## config.mk

```make
export PLATFORM = sky130hd
export DESIGN_NAME = audio_level_meter_attack_release_top
export DESIGN_NICKNAME = d
export VERILOG_FILES = /design/src/hw/rtl/alm_pkg.sv /design/src/hw/rtl/audio_level_meter_attack_release_top.sv
export SDC_FILE = /design/constraint.sdc
export NUM_CORES = 1
export LEC_CHECK = 0
export ABC_AREA = 1
export BUFFER_PORTS_ARGS = -buffer_cell sky130_fd_sc_hd__buf_2
export CORE_ASPECT_RATIO = 1.1
export CORE_MARGIN = 2
export CORE_UTILIZATION = 35
export CTS_CLUSTER_SIZE = 25
export DETAILED_ROUTE_END_ITERATION = 10
export PLACE_DENSITY_LB_ADDON = 0.15
export SLEW_MARGIN = 5
export SYNTH_ARGS = -nofsm -noshare
export SYNTH_HDL_FRONTEND = slang
export SYNTH_SLANG_ARGS = --single-unit
```

## constraint.sdc

```tcl
create_clock -name clk -period 9.1 [get_ports clk]
set_input_delay 0.91 -clock clk [delete_from_list [all_inputs] [get_ports clk]]
set_output_delay 0.91 -clock clk [all_outputs]
set_load 0.01 [all_outputs]
```

## src/hw/rtl/alm_pkg.sv

```systemverilog
// Shared constants and codes for the audio level meter.
`timescale 1ns / 1ps

package alm_pkg;

	// Configuration register indexes
	typedef enum logic [1:0] {
		CFG_ATTACK  = 2'd0,
		CFG_RELEASE = 2'd1,
		CFG_BARS    = 2'd2
	} cfg_idx_t;

	localparam int unsigned CFG_IDX_W   = 2;
	localparam int unsigned COEF_W      = 9;
	localparam int unsigned BARS_W      = 7;
	localparam int unsigned PCT_W       = 7;
	localparam int unsigned PEAK_W      = 15;
	localparam int unsigned LEVEL_W     = 15;

	localparam logic [COEF_W-1:0]  ATTACK_RST  = 9'd19;
	localparam logic [COEF_W-1:0]  RELEASE_RST = 9'd5;
	localparam logic [BARS_W-1:0]  BARS_RST    = 7'd8;

	localparam logic [COEF_W-1:0]  COEF_MAX    = 9'd256;
	localparam logic [BARS_W-1:0]  BARS_MAX    = 7'd64;
	localparam logic [PEAK_W-1:0]  PEAK_MAX    = 15'd32767;
	localparam logic [PCT_W-1:0]   PCT_FULL    = 7'd100;
	localparam logic [LEVEL_W-1:0] FULL_Q8     = 15'd25600;

	// Rounding offset for peak*100 / 32767
	localparam logic [14:0]        PCT_ROUND   = 15'd16383;
	// Rounding offset and reciprocal for the divide by 100 in the bar count
	localparam logic [12:0]        BAR_ROUND   = 13'd50;
	localparam logic [13:0]        RECIP_100   = 14'd5243;
	localparam int unsigned        RECIP_SHIFT = 19;

endpackage

```

## src/hw/rtl/audio_level_meter_attack_release_top.sv

```systemverilog
// Audio level meter: frame peak tracker with attack/release level smoothing.
`timescale 1ns / 1ps
// Samples without frame end may follow back to back; a frame-end sample stalls the input.
// A frame-end sample runs through one shared 17x14 multiplier under a small sequencer:
//   percent, divide, then scale and update on later frames only, two bar steps and output;
// the output step waits out any output stall, then registers the result.
// Reset (arst_n low, asynchronous): peak, level and primed flag clear, registers take
//   attack 19, release 5, bar count 8, no result pending.

module audio_level_meter_attack_release_top (
	input  logic                             clk,
	input  logic                             arst_n,
	// sample channel
	input  logic                             in_valid,
	output logic                             in_stall,
	input  logic signed [15:0]               sample,
	input  logic                             frame_end,
	// result channel
	output logic                             out_valid,
	input  logic                             out_stall,
	output logic [alm_pkg::PCT_W-1:0]        level_pct,
	output logic [alm_pkg::BARS_W-1:0]       bars_lit,
	// configuration write channel
	input  logic                             cfg_valid,
	output logic                             cfg_ready,
	input  logic [alm_pkg::CFG_IDX_W-1:0]    cfg_index,
	input  logic [alm_pkg::COEF_W-1:0]       cfg_data
);

	typedef enum logic [2:0] {
		ST_IDLE,
		ST_PCT,
		ST_DIV,
		ST_SCALE,
		ST_UPD,
		ST_BAR1,
		ST_BAR2,
		ST_OUT
	} state_t;

	state_t state_q;

	// configuration registers
	logic [alm_pkg::COEF_W-1:0]  attack_q;
	logic [alm_pkg::COEF_W-1:0]  release_q;
	logic [alm_pkg::BARS_W-1:0]  bars_max_q;

	// running state
	logic [alm_pkg::PEAK_W-1:0]  frame_peak_q;
	logic [alm_pkg::LEVEL_W-1:0] level_q;
	logic                        primed_q;

	// work registers of the sequencer
	logic [alm_pkg::PEAK_W-1:0]  peak_q;
	logic [alm_pkg::LEVEL_W-1:0] tq8_q;
	logic [alm_pkg::PCT_W-1:0]   pct_q;
	logic signed [30:0]          acc_q;

	// output register
	logic                        out_valid_q;
	logic [alm_pkg::PCT_W-1:0]   level_pct_q;
	logic [alm_pkg::BARS_W-1:0]  bars_lit_q;

	// ---------------------------------------------------------------
	// Sample magnitude, saturated so that -32768 maps to 32767
	// ---------------------------------------------------------------
	logic [15:0]                 mag16;
	logic [alm_pkg::PEAK_W-1:0]  mag;
	logic [alm_pkg::PEAK_W-1:0]  peak_next;

	assign mag16     = sample[15] ? (~sample + 16'd1) : sample;
	assign mag       = mag16[15] ? alm_pkg::PEAK_MAX : mag16[14:0];
	assign peak_next = (mag > frame_peak_q) ? mag : frame_peak_q;

	// ---------------------------------------------------------------
	// Saturated coefficients
	// ---------------------------------------------------------------
	logic [alm_pkg::COEF_W-1:0]  attack_sat;
	logic [alm_pkg::COEF_W-1:0]  release_sat;
	logic [alm_pkg::BARS_W-1:0]  bars_max_sat;
	logic [alm_pkg::COEF_W-1:0]  coef_sel;

	assign attack_sat   = (attack_q > alm_pkg::COEF_MAX) ? alm_pkg::COEF_MAX : attack_q;
	assign release_sat  = (release_q > alm_pkg::COEF_MAX) ? alm_pkg::COEF_MAX : release_q;
	assign bars_max_sat = (bars_max_q > alm_pkg::BARS_MAX) ? alm_pkg::BARS_MAX : bars_max_q;
	// rising or equal target uses the attack coefficient
	assign coef_sel     = (tq8_q >= level_q) ? attack_sat : release_sat;

	// ---------------------------------------------------------------
	// Shared multiplier: operands picked by the sequencer state
	// ---------------------------------------------------------------
	logic signed [16:0] diff;
	logic [12:0]        bar_sum;
	logic signed [16:0] mul_a;
	logic signed [13:0] mul_b;
	logic signed [30:0] mul_p;

	assign diff    = $signed({2'b00, tq8_q}) - $signed({2'b00, level_q});
	assign bar_sum = acc_q[12:0] + alm_pkg::BAR_ROUND;

	always_comb begin
		mul_a = '0;
		mul_b = '0;
		case (state_q)
			ST_PCT: begin
				// peak * 100
				mul_a = $signed({2'b00, peak_q});
				mul_b = $signed({7'd0, alm_pkg::PCT_FULL});
			end
			ST_SCALE: begin
				// (target - level) * coefficient
				mul_a = diff;
				mul_b = $signed({5'd0, coef_sel});
			end
			ST_BAR1: begin
				// pct * bar count
				mul_a = $signed({10'd0, pct_q});
				mul_b = $signed({7'd0, bars_max_sat});
			end
			ST_BAR2: begin
				// (pct * bars + 50) / 100 through the reciprocal
				mul_a = $signed({4'd0, bar_sum});
				mul_b = $signed(alm_pkg::RECIP_100);
			end
			default: begin
				mul_a = '0;
				mul_b = '0;
			end
		endcase
	end

	assign mul_p = mul_a * mul_b;

	// ---------------------------------------------------------------
	// Divide by 32767 = 2^15 - 1: take x >> 15, then one correction step
	// ---------------------------------------------------------------
	logic [21:0]               div_x;
	logic [6:0]                div_q0;
	logic [15:0]               div_r;
	logic [alm_pkg::PCT_W-1:0] tpct;
	logic [alm_pkg::LEVEL_W-1:0] tq8;

	assign div_x  = acc_q[21:0];
	assign div_q0 = div_x[21:15];
	assign div_r  = {1'b0, div_x[14:0]} + {9'd0, div_q0};
	assign tpct   = (div_r >= {1'b0, alm_pkg::PEAK_MAX}) ? (div_q0 + 7'd1) : div_q0;
	assign tq8    = (tpct > alm_pkg::PCT_FULL) ? alm_pkg::FULL_Q8 : {tpct, 8'd0};

	// ---------------------------------------------------------------
	// Level step: product / 256 truncated toward zero
	// ---------------------------------------------------------------
	logic signed [30:0] acc_adj;
	logic signed [30:0] step_full;
	logic signed [16:0] lvl_sum;
	logic [alm_pkg::PCT_W-1:0] lvl_pct;

	assign acc_adj   = acc_q[30] ? (acc_q + 31'sd255) : acc_q;
	assign step_full = acc_adj >>> 8;
	assign lvl_sum   = $signed({2'b00, level_q}) + step_full[16:0];
	assign lvl_pct   = (lvl_sum[14:8] > alm_pkg::PCT_FULL) ? alm_pkg::PCT_FULL : lvl_sum[14:8];

	// ---------------------------------------------------------------
	// Bar count from the reciprocal product, with the special cases
	// ---------------------------------------------------------------
	logic [alm_pkg::BARS_W-1:0] bars_q_div;
	logic [alm_pkg::BARS_W-1:0] bars;

	assign bars_q_div = acc_q[alm_pkg::RECIP_SHIFT +: alm_pkg::BARS_W];

	always_comb begin
		if (bars_max_sat == '0 || pct_q == '0) begin
			bars = '0;
		end else if (pct_q >= alm_pkg::PCT_FULL) begin
			bars = bars_max_sat;
		end else begin
			bars = bars_q_div;
		end
	end

	// ---------------------------------------------------------------
	// Handshakes
	// ---------------------------------------------------------------
	logic in_xfer;
	logic out_free;

	assign in_stall  = (state_q != ST_IDLE);
	assign in_xfer   = in_valid && !in_stall;
	assign out_free  = !out_valid_q || !out_stall;
	// write registers only while the block is idle (unenforced); always take the transfer
	assign cfg_ready = 1'b1;

	assign out_valid = out_valid_q;
	assign level_pct = level_pct_q;
	assign bars_lit  = bars_lit_q;

	// ---------------------------------------------------------------
	// Configuration registers
	// ---------------------------------------------------------------
	always_ff @(posedge clk or negedge arst_n) begin
		if (!arst_n) begin
			attack_q   <= alm_pkg::ATTACK_RST;
			release_q  <= alm_pkg::RELEASE_RST;
			bars_max_q <= alm_pkg::BARS_RST;
		end else if (cfg_valid && cfg_ready) begin
			case (cfg_index)
				alm_pkg::CFG_ATTACK:  attack_q   <= cfg_data;
				alm_pkg::CFG_RELEASE: release_q  <= cfg_data;
				alm_pkg::CFG_BARS:    bars_max_q <= cfg_data[alm_pkg::BARS_W-1:0];
				default: ;
			endcase
		end
	end

	// ---------------------------------------------------------------
	// Sequencer, running state and output register
	// ---------------------------------------------------------------
	always_ff @(posedge clk or negedge arst_n) begin
		if (!arst_n) begin
			state_q      <= ST_IDLE;
			frame_peak_q <= '0;
			level_q      <= '0;
			primed_q     <= 1'b0;
			out_valid_q  <= 1'b0;
		end else begin
			// drop the result once the sink takes it, unless a new one loads now
			if (out_valid_q && !out_stall && state_q != ST_OUT) begin
				out_valid_q <= 1'b0;
			end

			case (state_q)
				ST_IDLE: begin
					if (in_xfer) begin
						if (frame_end) begin
							// hand the frame peak to the sequencer, start the next frame
							peak_q       <= peak_next;
							frame_peak_q <= '0;
							state_q      <= ST_PCT;
						end else begin
							frame_peak_q <= peak_next;
						end
					end
				end
				ST_PCT: begin
					acc_q   <= mul_p + $signed({16'd0, alm_pkg::PCT_ROUND});
					state_q <= ST_DIV;
				end
				ST_DIV: begin
					tq8_q  <= tq8;
					if (!primed_q) begin
						// first frame loads the target directly
						level_q  <= tq8;
						pct_q    <= (tpct > alm_pkg::PCT_FULL) ? alm_pkg::PCT_FULL : tpct;
						primed_q <= 1'b1;
						state_q  <= ST_BAR1;
					end else begin
						state_q  <= ST_SCALE;
					end
				end
				ST_SCALE: begin
					acc_q   <= mul_p;
					state_q <= ST_UPD;
				end
				ST_UPD: begin
					level_q <= lvl_sum[alm_pkg::LEVEL_W-1:0];
					pct_q   <= lvl_pct;
					state_q <= ST_BAR1;
				end
				ST_BAR1: begin
					acc_q   <= mul_p;
					state_q <= ST_BAR2;
				end
				ST_BAR2: begin
					acc_q   <= mul_p;
					state_q <= ST_OUT;
				end
				ST_OUT: begin
					// hold until the output register is free
					if (out_free) begin
						out_valid_q <= 1'b1;
						level_pct_q <= pct_q;
						bars_lit_q  <= bars;
						state_q     <= ST_IDLE;
					end
				end
				default: begin
					state_q <= ST_IDLE;
				end
			endcase
		end
	end

endmodule

```

==> summary.txt, run 1 <==
STA
  – Final setup vio count: 0
  – Fin. Hold Viols: 0
  – Slew Limit Fails: 0
  – Final clock skew: 0.0156 ns
  – FMAX: 0.119 GHz
  – Slew headroom: 20.9%
  – Unrepaired setup endpoints after global routing: no
  – Worst-Margin Slew: approximately 1.2 ns
  – Tcrit/Tclk final: 92.6%
  – TNS Setup: 0 ns
  – Tmin final: 8.42 ns
  – Final Hold Slack: about 0.49 ns

Synth
  – Top-count cell post-synth: inv_1
  – Yosys cell types: between 50 and 60
  – Register area share after synthesis: between 20% and 30%
  – Syn Inst Count: 2274
  – Post-synthesis register bit count: 130
  – Post-Syn Area per Cell: 7.53 sq um
  – Synth area leader: fa_1
  – Post-synth EDFFs: 70
  – Synth warn: 0
  – Fraction of registers with async set or reset after synthesis: around 46%
  – Cell Area, Synth: 17100 sq um
  – Largest cells by area after synthesis: fa_1 (20%), edfxtp_1 (12%), inv_1 (11%)
  – Yosys top cell area share: 20.2%
  – Top cells by count, synth: inv_1 (516), nand2_1 (468), nor2_1 (215), fa_1 (173), ha_1 (140)
  – Post-synth top flop: edfxtp_1

Placement
  – Port Buf Inserts: 48
  – Post-DP HPWL: 43.5 mm
  – Placed Instances: 2992
  – GPL Wtd Cong: between 0.9 and 1

Route
  – DRT antenna net count: 0
  – DRT iter0 DRCs: 1094
  – Vias per Instance: 4.86
  – Drt pass-1 iters: 5
  – WL final: 51.2 mm
  – Average wire per standard cell: 16.9 microns
  – Post-route DRC: 0
  – Via count: between 10000 and 15000

Floorplanning
  – DIE HEIGHT: between 200 and 250 microns
  – Die Wd: 215 microns
  – Num ports: 50
  – Area of the die: 50700 sq um
  – FP Rows: 85
  – Core area: 48600 sq um
  – Starting Density: 35.2%

GRT
  – First-pass GRT wire length: 83.1 mm
  – Initial antenna violation count: 0
  – Total gr overflow: 0
  – Total GRT Usage: between 20% and 30%
  – Vias in the first global route: 15048
  – Pin count of the biggest net entering global routing: 63

Setup path
  – Slowest-stage cell, CP: fa_1
  – Top cell by count, worst path: inv_1
  – Crit path max fanout: 9
  – CP Capture Type: register
  – Worst EP required: 9.32 ns
  – Worst setup SP type: register
  – Critical path class: reg2reg
  – Critical Path Max Stage Delay: 0.54 ns
  – Crit path DAT: 8.65 ns

Cells and area
  – Area grow syn2layout: 11.6%
  – Proportion of layout cells with a drive suffix above 1: 8.62%
  – Non-filler cells, final: 3031
  – Final net count: 2712
  – Number of diodes: 0

Clock tree
  – Root Buffer: clkbuf_16
  – Clock sinks: 130
  – TritonCTS Buffers: 17
  – Clock transition at the registers of the reported paths: 0.07 ns
  – Clock Path Buffers: 2
  – CTS tree: done
  – H-tree Lvls: 4
  – Clk Latency, worst-skew pair: between 0.4 and 0.5 ns

Job
  – MaxCap Viol Count: 0

Status
  – Status: completed

Hold path
  – HP Class: reg2reg
-- logic make-up (layout without fill, tap and decap cells) --
kind of cell | Yosys count | count (layout) | synth area share, %
AO/OA/AOI/OAI | 281 | 281 | 9.35
flip-flops | 130 | 130 | 21.1
adder cells (fa/ha/maj) | 313 | 313 | 30.5
XOR/XNOR | 81 | 81 | 4.14
AND/OR/NAND/NOR | 908 | 908 | 22.6
other | 2 | 8 | 0.0439
buffers and inverters | 559 | 658 | 12.3
-- worst max-delay path: cells and delay by family (launching register included) --
kind | cells | cell delay, ns
fa+ha+maj | 8 | 3.79
simple gates | 14 | 2.06
buf+inv | 11 | 0.98
compound gates | 3 | 0.60
flops | 1 | 0.38
xor+xnor | 1 | 0.34
-- flip-flops by register name, indices dropped and copies added, names as in the netlist --
signal	cells
level_pct	7
pct_q	7
release_q	9
bars_max_q	7
acc_q	27
level_q	15
out_valid	1
tq8_q	7
attack_q	9
primed_q	1
frame_peak_q	15
bars_lit	7
state_q	3
peak_q	15
-- layout make-up --
cell class | instances | area, sq um
flip-flops and latches | 130 | 3610
clock buffers | 18 | 450
inverters | 532 | 2000
fillers | 5087 | 29500
repair buffers | 94 | 598
multi-input cells | 1591 | 11500
well taps | 652 | 816
clock inverters | 14 | 136
-- cell usage in the layout (no fill, tap or decap), types with 6 or more instances in the layout --
cell	n
nand4_1	17
buf_4	45
a21oi_1	91
nor4_1	8
nor2_1	213
inv_1	515
nor2_2	6
inv_2	10
a211oi_1	9
nand3_1	101
nand3b_1	7
nand2_2	14
xor2_1	52
nand3_2	8
ha_1	140
dfstp_2	6
a31oi_1	8
conb_1	8
buf_2	48
clkbuf_16	18
nand2_1	465
xnor2_1	26
o21ai_1	8
o21ai_0	110
edfxtp_1	70
or2_2	7
o22ai_1	9
a21oi_2	6
o21a_1	8
dfrtp_1	54
fa_1	173
nor3_1	43
-- routing by layer --
metal  track usage [%]  part of all wire [%]  up-vias
met1              27.6                    45     7122
met2              36.8                    49      297
li1                  -                     -     7273
met3              2.71                   3.7       48
met4              6.02                   2.2        0
met5                 0                     0        -
-- stage by stage --
stage	worst slack, ns	utilization, %	cell area, sq um
6_report	0.675	39.3	19100
4_1_cts	0.345	39.0	19000
2_1_floorplan	1.32	-	17100
5_1_grt	0.000650	39.3	19100
3_3_place_gp	0.366	37.8	18400
3_5_place_dp	0.395	37.8	18400
-- worst paths after layout --
kind | start | cells after the start | slack (ns) | end
worst max-delay path | level_q[12] | 37 | 0.68 | acc_q[22]
worst min-delay path | release_q[5] | 2 | 0.49 | release_q[5]
worst max register to register | level_q[12] | 37 | 0.68 | acc_q[22]
worst min register to register | release_q[5] | 2 | 0.49 | release_q[5]
max in group asynchronous | arst_n | 2 | 7.88 | level_q[6]
min in group asynchronous | arst_n | 2 | 0.62 | frame_peak_q[3]
-- timing repair --
item / CTS / global route
resized for setup: 0 / 14
buffers inserted: 0 / 7
hold buffers: 0 / 0
endpoints found under the setup margin: 0 / 12
Power of run 1 is left out: the tool's default activity adds up to more than one toggle a clock period on the data nets, which glitch-free logic cannot reach.
==> run 2: changes to the inputs <==
--- a/config.mk
+++ b/config.mk
@@ -12,6 +12,7 @@
 export CORE_UTILIZATION = 35
 export CTS_CLUSTER_SIZE = 25
 export DETAILED_ROUTE_END_ITERATION = 10
+export MAX_ROUTING_LAYER = met4
 export PLACE_DENSITY_LB_ADDON = 0.15
 export SLEW_MARGIN = 5
 export SYNTH_ARGS = -nofsm -noshare
==> run 2 against run 1 <==
  * First-iteration DRC count shrank 9.9%
  * Hold slack gained 0.00087 ns
  * Via count hardly changed
  * Setup slack got worse by 0.049 ns
  * Core utilization hardly changed
  * Cell area is essentially flat
  * Critical path depth grew 10
  * Final cell count barely moved
  * Sequential share of layout area is essentially flat
  * Maximum frequency fell by 0.58%
==> summary.txt, run 2 (synthesis results as in run 1) <==
Route
  – Post-route DRC: 0 (unchanged)
  – DRT iter0 DRCs: 986 (-9.9%)
  – Vias per Instance: 4.86 (about the same)
  – DRT antenna net count: 0 (unchanged)
  – Drt pass-1 iters: 5 (unchanged)
  – Via count: 14749 (+0.061%)
  – Average wire per standard cell: 17.1 microns (+0.96%)
  – WL final: 51.8 mm (+1.0%)

Cells and area
  – Non-filler cells, final: 3033 (+0.066%)
  – Proportion of layout cells with a drive suffix above 1: 8.61% (about the same)
  – Fin util: 39.3% (about the same)
  – Cell area after layout: 19100 sq um (about the same)
  – Most frequent cells in the layout: inv_1 (515), nand2_1 (466), nor2_1 (213)
  – Final net count: 2714 (+0.074%)
  – Area grow syn2layout: 11.6% (about the same)
  – Number of diodes: 0 (unchanged)
  – Max reg flops: 27 (unchanged)
  – Reg with most FFs: acc_q
  – Commonest non-fill, non-tap cell in the layout: inv_1

GRT
  – Most Crowded Layer GR: met2
  – Met1 GRT Util: 28.1% (+0.55 points)
  – M3 GR Usage: 2.50% (-0.21 points)
  – Total GRT Usage: 21.8% (+0.66 points)
  – Initial antenna violation count: 0 (unchanged)
  – Met2 usage: 36.4% (-0.44 points)
  – Total gr overflow: 0 (unchanged)
  – Pin count of the biggest net entering global routing: 63 (unchanged)
  – First-pass GRT wire length: 83.1 mm (about the same)
  – Vias in the first global route: 14807 (-1.6%)

Clock tree
  – CTS tree: done
  – TritonCTS Buffers: 17 (unchanged)
  – Root Buffer: clkbuf_16
  – Hold-fix buffers at CTS: 0 (unchanged)
  – Clock sinks: 130 (unchanged)
  – H-tree Lvls: 4 (unchanged)
  – Clk Latency, worst-skew pair: 0.47 ns (about the same)
  – Clock Path Buffers: 2 (unchanged)
  – Clock transition at the registers of the reported paths: 0.07 ns (about the same)

Hold path
  – HP Class: reg2reg
  – Hold Path Stages: 2 (unchanged)

Floorplanning
  – Starting Density: 35.2% (unchanged)
  – DIE HEIGHT: 236 microns (unchanged)
  – Die Wd: 215 microns (unchanged)
  – Num ports: 50 (unchanged)
  – FP Rows: 85 (unchanged)
  – Area of the die: 50700 sq um (unchanged)
  – Core area: 48600 sq um (unchanged)

Setup path
  – Crit path max fanout: 10 (+1)
  – Bufs and invs on worst path: 13 (+2)
  – Worst setup SP type: register
  – Crit path DAT: 8.68 ns (+0.03 ns)
  – Top cell by count, worst path: nand2_1
  – Largest delay share family, worst path: adder cells
  – Worst EP required: 9.31 ns (about the same)
  – Critical path class: reg2reg
  – Worst reg2reg path depth: 47 (+27%)
  – CP Capture Type: register
  – Critical Path Max Stage Delay: 0.53 ns (about the same)
  – Crit path depth: 47 (+27%)
  – Slowest-stage cell, CP: fa_1

STA
  – Final setup vio count: 0 (unchanged)
  – Tmin final: 8.47 ns (+0.0490 ns)
  – Tcrit/Tclk final: 93.1% (+0.54 points)
  – Slew Limit Fails: 0 (unchanged)
  – Slew headroom: 20.3% (-0.60 points)
  – Final clock skew: 0.0154 ns (-0.000165 ns)
  – FMAX: 0.118 GHz (-0.58%)
  – Fin. Hold Viols: 0 (unchanged)
  – Worst-Margin Slew: 1.19 ns (+0.00319 ns)

Placement
  – GPL Wtd Cong: 0.933 (+1.8%)
  – Post-DP HPWL: 44.0 mm (+1.1%)
  – Port Buf Inserts: 48 (unchanged)
  – Placed cell areas: 18400 sq um (about the same)
  – Placed Instances: 2994 (+0.067%)

Status
  – Status: completed

Job
  – MaxCap Viol Count: 0 (unchanged)
-- run 2: per-stage QoR --
| step | worst slack (ns) | setup TNS [ns] | hold WS [ns] |
|---|---|---|---|
| 2_1_floorplan | 1.32 | 0 | 0.426 |
| 3_3_place_gp | 0.434 | 0 | 0.473 |
| 3_5_place_dp | 0.388 | 0 | 0.476 |
| 4_1_cts | 0.368 | 0 | 0.495 |
| 5_1_grt | -0.00135 | -0.00135 | 0.517 |
| 6_report | 0.626 | 0 | 0.492 |
-- run 2: path summary, 6_finish.rpt --
| kind | slack, ns | startpoint | to |
|---|---|---|---|
| max | 0.63 | level_q[1] | acc_q[25] |
| min | 0.49 | release_q[4] | release_q[4] |
| max reg2reg | 0.63 | level_q[1] | acc_q[25] |
| min reg2reg | 0.49 | release_q[4] | release_q[4] |
| max in group asynchronous | 7.88 | arst_n | level_q[5] |
| min in group asynchronous | 0.63 | arst_n | frame_peak_q[5] |
-- run 2: tightest hold or removal path, delay by kind of cell (launching register included) --
kind / cells / cell delay [ns]
AOI/OAI and AO/OA: 1 / 0.07
DFF: 1 / 0.34
and+or+nand+nor: 1 / 0.05
-- run 2: timing repair --
item	4_1_cts	5_1_grt
setup buffers	0	7
endpoints found under the setup margin	0	12
resized for setup	0	12
-- run 2: cell type report --
cell class / instances / area [sq um]
fill: 5171 / 29500
multi-input combinational: 1591 / 11500
sequential: 130 / 3610
inverter: 532 / 2000
tap: 652 / 816
timing repair buffer: 96 / 601
clock buffer: 20 / 489
clock inverter: 12 / 109
-- run 2: per-layer routing --
metal | up-vias | wire, microns
met3 | 55 | 1850
met2 | 319 | 25100
met5 | - | 0
li1 | 7280 | -
met1 | 7095 | 23600
met4 | 0 | 1170
Power of run 2 is left out for the same reason.
==> run 3: changes to the inputs <==
--- a/config.mk
+++ b/config.mk
@@ -7,7 +7,7 @@
 export LEC_CHECK = 0
 export ABC_AREA = 1
 export BUFFER_PORTS_ARGS = -buffer_cell sky130_fd_sc_hd__buf_2
-export CORE_ASPECT_RATIO = 1.1
+export CORE_ASPECT_RATIO = 1.75
 export CORE_MARGIN = 2
 export CORE_UTILIZATION = 35
 export CTS_CLUSTER_SIZE = 25
==> constraint.sdc (replaced) <==
create_clock -name clk -period 8.64 [get_ports clk]
set_input_delay 0.864 -clock clk [delete_from_list [all_inputs] [get_ports clk]]
set_output_delay 0.864 -clock clk [all_outputs]
set_load 0.01 [all_outputs]
==> run 3 against run 2 <==
  * Critical path depth is 12 lower
  * Non-clock buffer count is 18 higher
  * Maximum frequency is 5.3% higher
  * Register-to-register slack worse by 0.03 ns
  * Global-route usage is 2.8 points higher
  * Clock skew is 0.0025 ns higher
  * Wire length is 11% higher
  * Cell area is 1.3% higher
  * Critical path type unchanged
  * Critical endpoint is now acc_q[30]
  * Largest cell class unchanged
  * Highest routed layer unchanged
==> summary.txt, run 3 (synthesis results as in run 1) <==
Setup path
  – Critical Path Max Stage Delay: 0.60 ns (+0.07 ns)
  – Crit path DAT: 8.26 ns (-0.42 ns)
  – Largest delay share family, worst path: adder cells
  – Top cell by count, worst path: inv_1
  – R2r endpoint: acc_q[30]
  – Bufs and invs on worst path: 8 (-5)
  – Crit path max fanout: 8 (-2)
  – Reg2reg start: level_q[12]
  – Slowest-stage cell, CP: fa_1
  – Worst EP required: 8.85 ns (-0.46 ns)
  – Reg2reg setup slack: 0.59 ns (-0.03 ns)
  – Worst setup SP type: register
  – CP Capture Type: register
  – Worst reg2reg path depth: 35 (-26%)
  – Critical path class: reg2reg

Clock tree
  – Clock Path Buffers: 2 (unchanged)
  – Clock sinks: 130 (unchanged)
  – Clk Latency, worst-skew pair: 0.46 ns (about the same)
  – Clock transition at the registers of the reported paths: 0.07 ns (about the same)
  – H-tree Lvls: 4 (unchanged)
  – Root Buffer: clkbuf_16
  – CTS tree: done
  – Hold-fix buffers at CTS: 0 (unchanged)
  – TritonCTS Buffers: 17 (unchanged)

Route
  – DRT antenna net count: 0 (unchanged)
  – Post-route DRC: 0 (unchanged)
  – Via count: 14972 (+1.5%)
  – Vias per Instance: 4.90 (+0.81%)
  – DRT iter0 DRCs: 872 (-12%)
  – Average wire per standard cell: 18.8 microns (+10%)
  – Drt pass-1 iters: 5 (unchanged)
  – WL final: 57.4 mm (+11%)

Cells and area
  – Area grow syn2layout: 13.1%
  – Fin util: 40.0% (+0.64 points)
  – Max reg flops: 27 (unchanged)
  – Most frequent cells in the layout: inv_1 (511), nand2_1 (461), nor2_1 (206)
  – Commonest non-fill, non-tap cell in the layout: inv_1
  – Proportion of layout cells with a drive suffix above 1: 10.5% (+1.9 points)
  – Final net count: 2732 (+0.66%)
  – Cell area after layout: 19400 sq um (+1.3%)
  – Reg with most FFs: acc_q

Placement
  – Post-DP HPWL: 49.2 mm (+12%)
  – DP Worst Slack: 0.112 ns (-0.277 ns)
  – GPL Wtd Cong: 0.954 (+2.3%)
  – Port Buf Inserts: 48 (unchanged)
  – Placed cell areas: 18600 sq um (+0.83%)

STA
  – Final clock skew: 0.0179 ns (+0.00249 ns)
  – Slew headroom: 24.3% (+4.0 points)
  – Fin. Hold Viols: 0 (unchanged)
  – Final setup vio count: 0 (unchanged)
  – Worst-Margin Slew: 1.13 ns (-0.0547 ns)
  – Tcrit/Tclk final: 93.2% (about the same)
  – TNS Setup: 0 ns (unchanged)
  – Slew Limit Fails: 0 (unchanged)
  – Tmin final: 8.05 ns (-0.426 ns)
  – FMAX: 0.124 GHz (+5.3%)
  – Final WS setup: 0.592 ns (-0.0344 ns)

Floorplanning
  – Num ports: 50 (unchanged)
  – Area of the die: 50800 sq um (+0.13%)
  – Core area: 48500 sq um (-0.29%)
  – Die Wd: 171 microns (-20%)
  – Starting Density: 35.3% (+0.10 points)
  – DIE HEIGHT: 297 microns (+26%)
  – FP Rows: 107 (+26%)

GRT
  – Vias in the first global route: 16006 (+8.1%)
  – Total gr overflow: 0 (unchanged)
  – Initial antenna violation count: 1 (+1)
  – First-pass GRT wire length: 90.3 mm (+8.6%)
  – Total GRT Usage: 24.6% (+2.8 points)
  – Pin count of the biggest net entering global routing: 63 (unchanged)

Hold path
  – Hold Path Stages: 0 (-2)
  – HP Start: pct_q[1]
  – Hold endpoint: level_pct[1]
  – HP Class: reg2reg

Job
  – MaxCap Viol Count: 0 (unchanged)

Status
  – Status: completed
run 3: cell types whose count changed in the layout (fill, tap and decap cells not counted), moves of 3 or more:
cell,previous run,this run
buf_4,48,65
nor2_1,213,206
nand2_1,466,461
nand2_2,13,18
ha_1,140,136
ha_2,0,4
inv_1,515,511
inv_2,10,14
nor2_2,6,10
o21ai_0,111,107
o21ai_1,7,11
clkinv_2,0,3
nor2_4,2,5
run 3: worst register-to-register path, delay by kind of cell (launching register included):
family                     cells  cell delay (ns)
DFF                            1             0.41
AOI/OAI and AO/OA              4             0.75
buffers and inverters          8             0.77
adders and majority gates      8             3.94
xor gates and xnor gates       1             0.12
and+or+nand+nor               14             1.82
run 3: timing repair:
item | 4_1_cts | 5_1_grt
endpoints found under the setup margin | 0 | 15
hold endpoints to repair | 0 | 0
setup buffers | 0 | 5
resized for setup | 0 | 53
run 3: how the worst max path moves through the flow:
stage	slack (ns)	from	end	cells past startpoint
floorplan	0.86	level_q[1]	acc_q[30]	40
global placement	0.17	level_q[1]	acc_q[25]	40
detailed placement	0.11	level_q[1]	acc_q[25]	38
CTS	0.07	level_q[1]	acc_q[25]	38
global route	-0.01	level_q[9]	acc_q[30]	40
finish	0.59	level_q[12]	acc_q[30]	35
run 3: stage by stage:
step	cells	hold slack [ns]
final	3054	0.459
after CTS	3048	0.463
after detailed placement	3016	0.434
after floorplan	2280	0.426
after global routing	3054	0.488
after global placement	3016	0.450
run 3: routing by layer:
layer	share of wire (%)	global-route usage, %	vias to the layer above
li1	-	-	7311
met1	35	23.3	7241
met2	55	46.7	283
met3	2.8	2.87	137
met4	7.3	15.3	0
met5	0	-	-
run 3: final cells by class:
type                    count  area [sq um]
well taps                 654           818
clock buffers              18           429
flip-flops and latches    130          3610
clock inverters            14           154
fillers                  5218         29100
inverters                 532          2000
repair buffers            114           739
diodes                      1          2.50
multi-input cells        1591         11600
Power of run 3 is left out for the same reason.
